==> src/rtl/cesd_pkg.sv <==
// Shared types and constants for the C escape sequence decoder.
package cesd_pkg;

  localparam int QDEPTH = 4;
  localparam int QAW    = $clog2(QDEPTH);

  localparam logic [1:0] KIND_BYTE = 2'd0;
  localparam logic [1:0] KIND_DONE = 2'd1;
  localparam logic [1:0] KIND_ERR  = 2'd2;

  // Up to three results per source byte, always in slot order:
  // flushed escape byte, current byte, end-of-string result.
  typedef struct packed {
    logic       pend_v;
    logic [7:0] pend_byte;
    logic       cur_v;
    logic [7:0] cur_byte;
    logic       end_v;
    logic       end_err;
  } rec_t;

  typedef struct packed {
    logic push;
  } qin_t;

  typedef struct packed {
    logic pop;
  } qout_t;

endpackage

==> src/rtl/cesd_front.sv <==
// Front end: escape state machine, turns each source byte into one result record.
module cesd_front (
  input  logic             clk,
  input  logic             rst_n,
  input  logic             acc_en,
  input  logic [7:0]       in_byte,
  input  logic             in_is_last,
  output cesd_pkg::rec_t   rec,
  output logic             rec_v
);
  import cesd_pkg::*;

  typedef enum logic [5:0] {
    M_TEXT = 6'b000001,
    M_ESC  = 6'b000010,
    M_OCT  = 6'b000100,
    M_HEX0 = 6'b001000,
    M_HEX  = 6'b010000,
    M_DROP = 6'b100000
  } mode_t;

  localparam logic [7:0] CH_BSL  = 8'h5C;

  mode_t      mode_r, mode_nxt;
  logic [8:0] acc_r, acc_nxt;
  logic       hov_r, hov_nxt;
  logic [1:0] cnt_r, cnt_nxt;

  logic       is_oct, is_hex, do_text, ended;
  logic [3:0] hval;
  logic [7:0] hsum;
  logic [1:0] cnt_inc;

  // Simple escape letter to byte; bit 8 flags a match.
  function automatic logic [8:0] simple_esc(input logic [7:0] b);
    logic [8:0] r;
    case (b)
      8'h61:   r = {1'b1, 8'd7};
      8'h62:   r = {1'b1, 8'd8};
      8'h66:   r = {1'b1, 8'd12};
      8'h6E:   r = {1'b1, 8'd10};
      8'h72:   r = {1'b1, 8'd13};
      8'h74:   r = {1'b1, 8'd9};
      8'h76:   r = {1'b1, 8'd11};
      8'h5C:   r = {1'b1, 8'd92};
      8'h3F:   r = {1'b1, 8'd63};
      8'h27:   r = {1'b1, 8'd39};
      8'h22:   r = {1'b1, 8'd34};
      default: r = 9'd0;
    endcase
    return r;
  endfunction

  always_comb begin
    logic [8:0] se;
    is_oct  = in_byte inside {[8'h30:8'h37]};
    is_hex  = in_byte inside {[8'h30:8'h39], [8'h41:8'h46], [8'h61:8'h66]};
    hsum    = (in_byte > 8'h39) ? in_byte + 8'd9 : in_byte;
    hval    = hsum[3:0];
    cnt_inc = cnt_r + 2'd1;
    se      = simple_esc(in_byte);

    mode_nxt = mode_r;
    acc_nxt  = acc_r;
    hov_nxt  = hov_r;
    cnt_nxt  = cnt_r;
    rec      = '0;
    do_text  = 1'b0;
    ended    = 1'b0;

    case (mode_r)
      M_TEXT: do_text = 1'b1;
      M_ESC: begin
        if (in_byte == 8'd0) begin
          mode_nxt = M_DROP;
          ended    = 1'b1;
        end else if (se[8]) begin
          mode_nxt     = M_TEXT;
          rec.cur_v    = 1'b1;
          rec.cur_byte = se[7:0];
        end else if (in_byte == 8'h78 || in_byte == 8'h58) begin
          mode_nxt = M_HEX0;
        end else if (is_oct) begin
          acc_nxt  = {6'd0, in_byte[2:0]};
          cnt_nxt  = 2'd1;
          mode_nxt = M_OCT;
        end else begin
          mode_nxt = M_DROP;
        end
      end
      M_OCT: begin
        if (is_oct) begin
          acc_nxt = {acc_r[5:0], in_byte[2:0]};
          cnt_nxt = cnt_inc;
          if (cnt_inc == 2'd3) begin
            rec.pend_v    = 1'b1;
            rec.pend_byte = {acc_r[4:0], in_byte[2:0]};
            mode_nxt      = M_TEXT;
          end
        end else begin
          rec.pend_v    = 1'b1;
          rec.pend_byte = acc_r[7:0];
          mode_nxt      = M_TEXT;
          do_text       = 1'b1;
        end
      end
      M_HEX0: begin
        if (is_hex) begin
          acc_nxt  = {5'd0, hval};
          hov_nxt  = 1'b0;
          mode_nxt = M_HEX;
        end else begin
          mode_nxt = M_DROP;
          ended    = (in_byte == 8'd0);
        end
      end
      M_HEX: begin
        if (is_hex) begin
          if (acc_r[8:4] != 5'd0) hov_nxt = 1'b1;
          acc_nxt = {acc_r[4:0], hval};
        end else if (hov_r) begin
          mode_nxt = M_DROP;
          ended    = (in_byte == 8'd0);
        end else begin
          rec.pend_v    = 1'b1;
          rec.pend_byte = acc_r[7:0];
          mode_nxt      = M_TEXT;
          do_text       = 1'b1;
        end
      end
      default: ended = (in_byte == 8'd0);
    endcase

    if (do_text) begin
      if (in_byte == 8'd0) begin
        ended = 1'b1;
      end else if (in_byte == CH_BSL) begin
        mode_nxt = M_ESC;
      end else begin
        rec.cur_v    = 1'b1;
        rec.cur_byte = in_byte;
      end
    end

    if (ended || in_is_last) begin
      // Flush an open numeric escape, then close the string.
      if (mode_nxt == M_OCT || (mode_nxt == M_HEX && !hov_nxt)) begin
        rec.pend_v    = 1'b1;
        rec.pend_byte = acc_nxt[7:0];
        mode_nxt      = M_TEXT;
      end else if (mode_nxt == M_HEX || mode_nxt == M_ESC || mode_nxt == M_HEX0) begin
        mode_nxt = M_DROP;
      end
      rec.end_v   = 1'b1;
      rec.end_err = (mode_nxt != M_TEXT);
      mode_nxt    = M_TEXT;
      acc_nxt     = 9'd0;
      hov_nxt     = 1'b0;
      cnt_nxt     = 2'd0;
    end

    rec_v = rec.pend_v | rec.cur_v | rec.end_v;
  end

  always_ff @(posedge clk) begin
    if (!rst_n) begin
      mode_r <= M_TEXT;
      acc_r  <= 9'd0;
      hov_r  <= 1'b0;
      cnt_r  <= 2'd0;
    end else if (acc_en) begin
      mode_r <= mode_nxt;
      acc_r  <= acc_nxt;
      hov_r  <= hov_nxt;
      cnt_r  <= cnt_nxt;
    end
  end

endmodule

==> src/rtl/cesd_queue.sv <==
// Short record queue between the front end and the output serializer.
module cesd_queue (
  input  logic            clk,
  input  logic            rst_n,
  input  cesd_pkg::qin_t  qin,
  input  cesd_pkg::rec_t  wr_rec,
  input  cesd_pkg::qout_t qout_ctl,
  output logic            full,
  output logic            head_v,
  output cesd_pkg::rec_t  head_rec
);
  import cesd_pkg::*;

  rec_t         ent_r [QDEPTH];
  logic [QAW-1:0] wp_r, wp_nxt, rp_r, rp_nxt;
  logic [QAW:0]   cnt_r, cnt_nxt;
  logic         do_push, do_pop;

  assign full     = (cnt_r == (QAW+1)'(QDEPTH));
  assign head_v   = (cnt_r != '0);
  assign head_rec = ent_r[rp_r];

  always_comb begin
    do_push = qin.push && !full;
    do_pop  = qout_ctl.pop && head_v;
    wp_nxt  = do_push ? wp_r + 1'b1 : wp_r;
    rp_nxt  = do_pop ? rp_r + 1'b1 : rp_r;
    cnt_nxt = cnt_r + (QAW+1)'(do_push) - (QAW+1)'(do_pop);
  end

  always_ff @(posedge clk) begin
    if (!rst_n) begin
      wp_r  <= '0;
      rp_r  <= '0;
      cnt_r <= '0;
    end else begin
      wp_r  <= wp_nxt;
      rp_r  <= rp_nxt;
      cnt_r <= cnt_nxt;
    end
  end

  always_ff @(posedge clk) begin
    if (do_push) ent_r[wp_r] <= wr_rec;
  end

endmodule

==> src/rtl/cesd_back.sv <==
// Back end: unpacks queued records into single results behind an output register.
module cesd_back (
  input  logic            clk,
  input  logic            rst_n,
  input  logic            head_v,
  input  cesd_pkg::rec_t  head_rec,
  output cesd_pkg::qout_t qctl,
  output logic            out_valid,
  input  logic            out_ready,
  output logic [7:0]      out_byte,
  output logic [1:0]      out_kind,
  output logic            out_end_of_run
);
  import cesd_pkg::*;

  logic [2:0] taken_r, taken_nxt;
  logic [2:0] avail, first, rest;
  logic       load;
  logic       ov_r, ov_nxt;
  logic [7:0] byte_r, byte_nxt;
  logic [1:0] kind_r, kind_nxt;
  logic       eor_r, eor_nxt;

  always_comb begin
    avail = {head_rec.end_v, head_rec.cur_v, head_rec.pend_v} & ~taken_r;
    first = avail & (~avail + 3'd1);
    rest  = avail & ~first;
    load  = head_v && (!ov_r || out_ready);

    taken_nxt = taken_r;
    ov_nxt    = ov_r;
    byte_nxt  = byte_r;
    kind_nxt  = kind_r;
    eor_nxt   = eor_r;

    if (load) begin
      ov_nxt    = 1'b1;
      eor_nxt   = (rest == 3'd0);
      taken_nxt = (rest == 3'd0) ? 3'd0 : (taken_r | first);
      if (first[0]) begin
        byte_nxt = head_rec.pend_byte;
        kind_nxt = KIND_BYTE;
      end else if (first[1]) begin
        byte_nxt = head_rec.cur_byte;
        kind_nxt = KIND_BYTE;
      end else begin
        byte_nxt = 8'd0;
        kind_nxt = head_rec.end_err ? KIND_ERR : KIND_DONE;
      end
    end else if (out_ready) begin
      ov_nxt = 1'b0;
    end

    qctl.pop = load && (rest == 3'd0);
  end

  always_ff @(posedge clk) begin
    if (!rst_n) begin
      taken_r <= 3'd0;
      ov_r    <= 1'b0;
    end else begin
      taken_r <= taken_nxt;
      ov_r    <= ov_nxt;
    end
  end

  always_ff @(posedge clk) begin
    byte_r <= byte_nxt;
    kind_r <= kind_nxt;
    eor_r  <= eor_nxt;
  end

  assign out_valid      = ov_r;
  assign out_byte       = byte_r;
  assign out_kind       = kind_r;
  assign out_end_of_run = eor_r;

endmodule

==> src/rtl/c_escape_sequence_decoder_top.sv <==
// Top level of the C escape sequence decoder: front end, record queue, serializer.
//
//   channel  | handshake            | payload
//   ---------+----------------------+---------------------------------------
//   input    | in_valid / in_ready  | in_byte[7:0], in_is_last
//   result   | out_valid / out_ready| out_byte[7:0], out_kind[1:0], out_end_of_run
//
// One source byte is taken per cycle while the 4-entry record queue has room.
// Each byte yields 0 to 3 results; bytes with none are not queued, and a queued
// record stays at the queue head until the serializer has loaded all its results.
// The first result of a byte passes through the record queue and the output register.
// Synchronous active-low reset returns the decoder to plain text, empties the
// queue and drops any result held in the output register.
// A stalled output fills the queue; in_ready then drops until a record drains.
module c_escape_sequence_decoder_top (
  input  logic       clk,
  input  logic       rst_n,
  input  logic       in_valid,
  output logic       in_ready,
  input  logic [7:0] in_byte,
  input  logic       in_is_last,
  output logic       out_valid,
  input  logic       out_ready,
  output logic [7:0] out_byte,
  output logic [1:0] out_kind,
  output logic       out_end_of_run
);
  import cesd_pkg::*;

  rec_t  rec, head_rec;
  logic  rec_v, full, head_v, xfer;
  qin_t  qin;
  qout_t qctl;

  // Take a byte whenever the queue can hold its record.
  assign in_ready = !full;
  assign xfer     = in_valid && in_ready;

  // Push only bytes that produce results; a lone backslash or digit just
  // advances the escape state.
  assign qin.push = xfer && rec_v;

  cesd_front u_front (
    .clk        (clk),
    .rst_n      (rst_n),
    .acc_en     (xfer),
    .in_byte    (in_byte),
    .in_is_last (in_is_last),
    .rec        (rec),
    .rec_v      (rec_v)
  );

  cesd_queue u_queue (
    .clk      (clk),
    .rst_n    (rst_n),
    .qin      (qin),
    .wr_rec   (rec),
    .qout_ctl (qctl),
    .full     (full),
    .head_v   (head_v),
    .head_rec (head_rec)
  );

  cesd_back u_back (
    .clk            (clk),
    .rst_n          (rst_n),
    .head_v         (head_v),
    .head_rec       (head_rec),
    .qctl           (qctl),
    .out_valid      (out_valid),
    .out_ready      (out_ready),
    .out_byte       (out_byte),
    .out_kind       (out_kind),
    .out_end_of_run (out_end_of_run)
  );

endmodule

==> config.mk <==
export PLATFORM = sky130hd
export DESIGN_NAME = c_escape_sequence_decoder_top
export DESIGN_NICKNAME = d
export VERILOG_FILES = /design/src/rtl/cesd_pkg.sv /design/src/rtl/cesd_front.sv /design/src/rtl/cesd_queue.sv /design/src/rtl/cesd_back.sv /design/src/rtl/c_escape_sequence_decoder_top.sv
export SDC_FILE = /design/constraint.sdc
export NUM_CORES = 1
export LEC_CHECK = 0
export ABC_AREA = 1
export BUFFER_PORTS_ARGS = -buffer_cell sky130_fd_sc_hd__clkbuf_2
export CAP_MARGIN = 40
export CORE_MARGIN = 2
export CORE_UTILIZATION = 45
export DETAILED_ROUTE_END_ITERATION = 7
export PLACE_DENSITY = 0.66
export SETUP_SLACK_MARGIN = 0.3
export SLEW_MARGIN = 20
export SYNTH_ARGS = -nofsm -noshare
export SYNTH_HDL_FRONTEND = slang
export SYNTH_SLANG_ARGS = --single-unit
==> constraint.sdc <==
create_clock -name clk -period 3.8 [get_ports clk]
set_clock_uncertainty 0.2 [all_clocks]
set_input_delay 0.38 -clock clk [delete_from_list [all_inputs] [get_ports clk]]
set_output_delay 0.38 -clock clk [all_outputs]
set_load 0.02 [all_outputs]
Word level (Yosys, flattened, before mapping)
Memories as Yosys holds them, arrays and structs flattened. A register that Yosys moved wholly into a read port is not among the register bits.
Cells that the tools add are included.
{ "word_totals": {"register_bits": 40, "mem_bits_rw": 80, "inputBits": 13, "output_inout_bits": 13, "word_cells": 177, "n_memories": 1} }
{ "classes": {"add_sub_neg": 7, "order_cmp": 8, "n_eq_ne": 32, "muxes": 75, "n_bitwise": 9, "reduce_logical": 32} }
{ "memory_table": {"columns": ["name", "words", "word_bits", "read_ports", "rd_clocked_by_memory_dff", "write_ports", "line_no", "text"], "rows": [
  ["u_queue.ent_r", 4, 20, 1, 1, 1, "cesd_queue.sv:14", "rec_t ent_r [QDEPTH];"]
]} }
{ "ops": {"columns": ["op", "n"], "rows": [
  ["$mux 9", 20],
  ["$pmux 9 s11", 1],
  ["$mux 6", 16],
  ["$eq 8x7->1 const B", 10],
  ["$pmux 9 s4", 1],
  ["$eq 8x6->1 const B", 3],
  ["$pmux 6 s4", 1],
  ["$mux 2", 10],
  ["$pmux 9 s2", 1],
  ["$mux 1", 17],
  ["$ge 8x7->1 const B", 2],
  ["$le 8x6->1 const B", 2],
  ["$le 8x7->1 const B", 2],
  ["$mux 8", 2],
  ["$eq 6x2->1 const B", 2],
  ["$eq 6x3->1 const B", 2],
  ["$eq 6x4->1 const B", 2],
  ["$eq 6x5->1 const B", 2],
  ["$ne 3x1->1 const B", 4],
  ["$logic_and 1x1->1", 11],
  ["$reduce_bool 5->1", 2],
  ["$and 3x3->3", 3],
  ["$ne 3x3->1 const B", 3],
  ["$not 3->3", 3],
  ["28 further kinds", 41]
]} }

Longest topological paths before layout
{ "depth": {"ltp_word": 23, "ltp_mapped": 18, "depth_no_buf": 17} }

Cells and area by module
A second synthesis with hierarchy kept.
{ "hier_totals": {"hier_cells": 771, "hier_area_um2": 6647.6} }
{ "by_module_without_submodules": {"columns": ["mod", "n_inst", "cells_each", "area_each_um2", "seq_area_each_um2"], "rows": [
  ["cesd_queue", 1, 260, 3428.3, 2582.5],
  ["cesd_front", 1, 447, 2482.4, 360.3],
  ["cesd_back", 1, 59, 713.2, 410.4],
  ["c_escape_sequence_decoder_top", 1, 5, 23.8, 0.0]
]} }

Least setup slack after synthesis
No wires, ideal clock.
{ "synth_timing": {"path_kind": "input to register", "start": "input port in_byte[0]", "end": "memory u_queue.ent_r[0][0] in the netlist's numbering, enable pin", "setup_time_ns": 0.397, "t_arrival_ns": 2.525, "required_time_ns": 3.203, "setup_slack_ns": 0.678, "cell_stages": 13, "path_buffers": 0, "path_cell_list": "inv_1 ha_1 o21ai_0 nand2_1 nand3_2 inv_2 a21oi_2 nand4_1 nand2_2 nand2_2 nand4_2 nand2_2 nor2_1"} }
{ "synth_via": {"elab_chain_cells": 21, "word_cells_on_any_way": 76, "cone_classes": "order compare: 7; eq/ne: 15; mux: 39; bitwise: 2; reduce/logical: 13"} }
{ "synth_rtl": {"columns": ["item", "line_no", "text"], "rows": [
  ["start, declared", "c_escape_sequence_decoder_top.sv:20", "input logic [7:0] in_byte,"],
  ["$ge 8x6->1 or $le 8x6->1 (tied branches)", "cesd_front.sv:56, cesd_front.sv:57", null],
  ["$logic_and 1x1->1", "cesd_front.sv:56", "is_oct = in_byte inside {[8'h30:8'h37]};"],
  ["$mux 6", "cesd_front.sv:83", "end else if (is_oct) begin"],
  ["$mux 6", "cesd_front.sv:81", "end else if (in_byte == 8'h78 || in_byte == 8'h58) begin"],
  ["$mux 6", "cesd_front.sv:77", "end else if (se[8]) begin"],
  ["$mux 6", "cesd_front.sv:74", "if (in_byte == 8'd0) begin"],
  ["$pmux 6 s4", "cesd_front.sv:71", "case (mode_r)"],
  ["$mux 6", "cesd_front.sv:137", "end else if (in_byte == CH_BSL) begin"],
  ["[5 not listed]", null, null],
  ["$mux 9", "cesd_front.sv:147", "if (mode_nxt == M_OCT || (mode_nxt == M_HEX && !hov_nxt)) begin"],
  ["$mux 9", "cesd_front.sv:145", "if (ended || in_is_last) begin"],
  ["$or 1x1->1", "cesd_front.sv:162", "rec_v = rec.pend_v | rec.cur_v | rec.end_v;"],
  ["$or 1x1->1 (*)", "cesd_front.sv:162", null],
  ["$logic_and 1x1->1 (*)", "c_escape_sequence_decoder_top.sv:41", "assign qin.push = xfer && rec_v;"],
  ["$logic_and 1x1->1 (*)", "cesd_queue.sv:24", "do_push = qin.push && !full;"],
  ["$mux 1 (*)", "cesd_queue.sv:44", "if (do_push) ent_r[wp_r] <= wr_rec;"],
  ["$mux 1 (not written as such) (*)", "cesd_queue.sv:44", null],
  ["end, declared", "cesd_queue.sv:14", null]
]} }
Every way passes the cells marked *; elsewhere a longest branch is shown, timed or not.

==> impl_results.md <==
* Outcome: finished clean
* Reg power frac at 37.3%
* Switching Fraction at 32.1%
* Pleak at 2.89 nW
* Unique masters post-synth at 43
* CTS Hold Buffers Added at 0
* Global-route wire length before repair at 24700 µm
* Setup Buffers After CTS at 0
* Ys flop type: edfxtp_1
* Routed wire per std cell at 16.8 µm
* Dpl ws at 0.583 ns
* Clock root cell: clkbuf_16
* FFs w/ async S/R, synth at 0%
* Clock Latency Late Sink at 0.42 ns
* Setup ws final at 0.657 ns
* Gate power share at 27.4%
* WP data arrival at 3.24 ns
* Cts bufs inserted at 17
* Router iterations before antenna repair at 5
* CP Buf/Inv Count at 4
* Die area at 14700 µm²
* Core ar. at 13300 µm²
* Max clock buf depth at 2
* Fmax at 318 MHz
* Min cycle time layout at 3.14 ns
* Die X at 121 µm
* Initial core utilization at 46.4%
* Crit-path slowest cell: nor2_2
* Pin count of the biggest net entering global routing at 27
* Slew headroom at 50.9%
* Crit end category: register
* Reg2reg setup slack at 0.66 ns
* Register area share after synthesis at 54.2%
* CTS tree: done
* Top area cells in the synthesized netlist: edfxtp_1 (44%), dfxtp_1 (10%), nand2_1 (7.4%)
* Max cap viols at 0
* Port bufs at 25
* Number of DRC markers in iteration 0 at 475
* Routed Antenna Nets at 0
* Top cells by instance count after synthesis: nand2_1 (122), edfxtp_1 (91), nor2_1 (75)
* Clk sinks at 122
* Power per cell area at 665 nW/µm²
* Cell Area, Synth at 6190 µm²
* CTS H-tree depth at 4
* Drt total wl at 15300 µm
* CP Cell Sequence: inv_1 > nand2_1 > nand3_1 > nand2_1 > nor2_2 > nand2_1 > inv_1 > o21ai_1 > nand2_1 > inv_2 > ha_1 > inv_1 > ha_1 > fa_1 > o21ai_0 > a21oi_1
* Total Routing Usage GR at 22.2%
* CP max stage delay at 0.38 ns
* Crit path max fanout at 10
* Worst slew pin tran at 0.734 ns
* Final Hold Viols at 0
* Peak supply drop at 316 µV
* Final Power at 0.00478 W
* I/O pin count at 26
* Final Max Slew Viols at 0
* Post-synth EDFFs at 91
* Cell family with most CP delay: simple AND/OR/NAND/NOR gates
* DRC at 0
* Vias/cell at 5.56
* Setup TNS at 0 ns
* RSZ-0062 raised after global routing: no
* CP most frequent cell: nand2_1
* CP Class: reg2reg
* Post-cts repair resize count at 0
* Syn_nets at 712
* Layout Utilization at 53.9%
* Layout overhead on the synthesized area at 16.2%
* Top-area cell type share of the netlist area at 44.2%
* Clock share of power at 35.3%
* # rows at 42
* Syn_area_per_cell at 9.02 µm²
* Total grt overflow at 0
* P_int at 0.00325 W
* Hold crit path type: in2reg
* Critical path startpoint category: register
* N_diodes at 0
* Post-Syn Instances at 686
* Most common cell in the synthesized netlist: nand2_1
* Final setup fails at 0
* Vias at 5084
* Share of layout cells above drive strength 1 at 15.3%
* Placed wire-length estimate at 10800 µm
* Critical Path RT at 3.90 ns
* Clock-pin slew on the worst setup and hold paths at 0.06 ns
* Sw Pwr at 0.00154 W
* Largest area contributor in the netlist: edfxtp_1
* Synth warnings at 0
* Die height at 121 µm
* Yosys reg bits at 122
* Hold WS at 0.122 ns
* Vias in the first global route at 4795
* Tcrit/Tclk final at 82.7%
* RD Place Congestion at 0.919
* Final nets at 751
* Antenna violations before repair at 0
-- per-stage QoR --
| step | instances | cell area, µm² |
|---|---|---|
| 2_1_floorplan | 686 | 6190 |
| 3_3_place_gp | 882 | 6550 |
| 3_5_place_dp | 882 | 6550 |
| 4_1_cts | 914 | 7190 |
| 5_1_grt | 914 | 7190 |
| 6_report | 914 | 7190 |
-- worst register-to-register path: stages, from the launching register on --
cell     delay, ns
dfxtp_1       0.35
inv_1         0.22
nand2_1       0.09
nand3_1       0.11
nand2_1       0.09
nor2_2        0.38
nand2_1       0.16
inv_1         0.09
o21ai_1       0.08
nand2_1       0.10
inv_2         0.07
ha_1          0.27
inv_1         0.04
ha_1          0.18
fa_1          0.38
o21ai_0       0.16
a21oi_1       0.06
-- cells by family after synthesis --
group	Yosys count	share of synthesized area, %
XOR/XNOR	3	0.425
flip-flops	122	54.2
AND/OR/NAND/NOR	294	22.1
AO/OA/AOI/OAI	160	14.7
adder cells (fa/ha/maj)	13	2.75
buffers and inverters	94	5.86
-- flip-flops by register name, summed over array words and instances (netlist names), named ones only --
name / count
u_front.cnt_r: 2
u_queue.wp_r: 2
u_back.out_kind: 2
u_front.hov_r: 1
u_back.out_byte: 8
u_queue.cnt_r: 3
u_queue.ent_r: 80
u_back.out_end_of_run: 1
u_front.mode_r: 6
u_queue.rp_r: 2
u_back.out_valid: 1
u_front.acc_r: 9
u_back.taken_r: 3
-- cell usage in the layout (no fill, tap or decap), types with 2 or more instances in the layout --
master     count
a21oi_1       36
a22o_1         8
a22oi_1        7
a31oi_1        2
buf_4         13
bufinv_16      2
clkbuf_16     20
clkbuf_2      25
clkbuf_8       2
clkinv_2       4
clkinv_4       2
dfxtp_1       31
edfxtp_1      91
ha_1          12
inv_1         64
inv_2         11
nand2_1      122
nand2_2        8
nand3_1       40
nand3_2        3
nand3b_1       3
nand4_1       14
nand4_2        2
nor2_1        75
nor2_2        10
nor2_4         5
nor3_1         5
nor3_2         2
o21ai_0       68
o21ai_1        7
o21bai_1       4
o22ai_1       22
xor2_1         2
-- power groups by stage --
stage | clock, W | combinational [W] | sequential [W]
after floorplan | 0 | 0.000828 | 0.00188
after global placement | 0 | 0.00129 | 0.00180
after detailed placement | 0 | 0.00132 | 0.00181
after CTS | 0.00171 | 0.00132 | 0.00178
after global routing | 0.00177 | 0.00148 | 0.00180
final | 0.00169 | 0.00131 | 0.00178
-- path summary, 6_finish.rpt --
path | startpoint | end | cells after the start
max | register | u_queue.cnt_r[2] | 16
min | out_ready | u_back.out_valid | 4
max reg2reg | register | u_queue.cnt_r[2] | 16
min reg2reg | u_back.taken_r[2] | u_back.taken_r[2] | 2
-- cell type report --
class	count	area, µm²
Sequential cell	122	3350
Timing Repair Buffer	38	223
Multi-Input combinational cell	470	2470
Clock inverter	9	105
Tap cell	176	220
Clock buffer	23	532
Fill cell	1199	6160
Inverter	76	285
-- metal layers --
metal	track usage, %	share of wire (%)	vias to the layer above
met5	0	0	-
met4	9.70	2.2	0
met3	4.56	5.1	35
met2	36.3	48	175
met1	28.4	44	2405
li1	-	-	2469
Note: power is estimated with default switching activity, not from simulation.
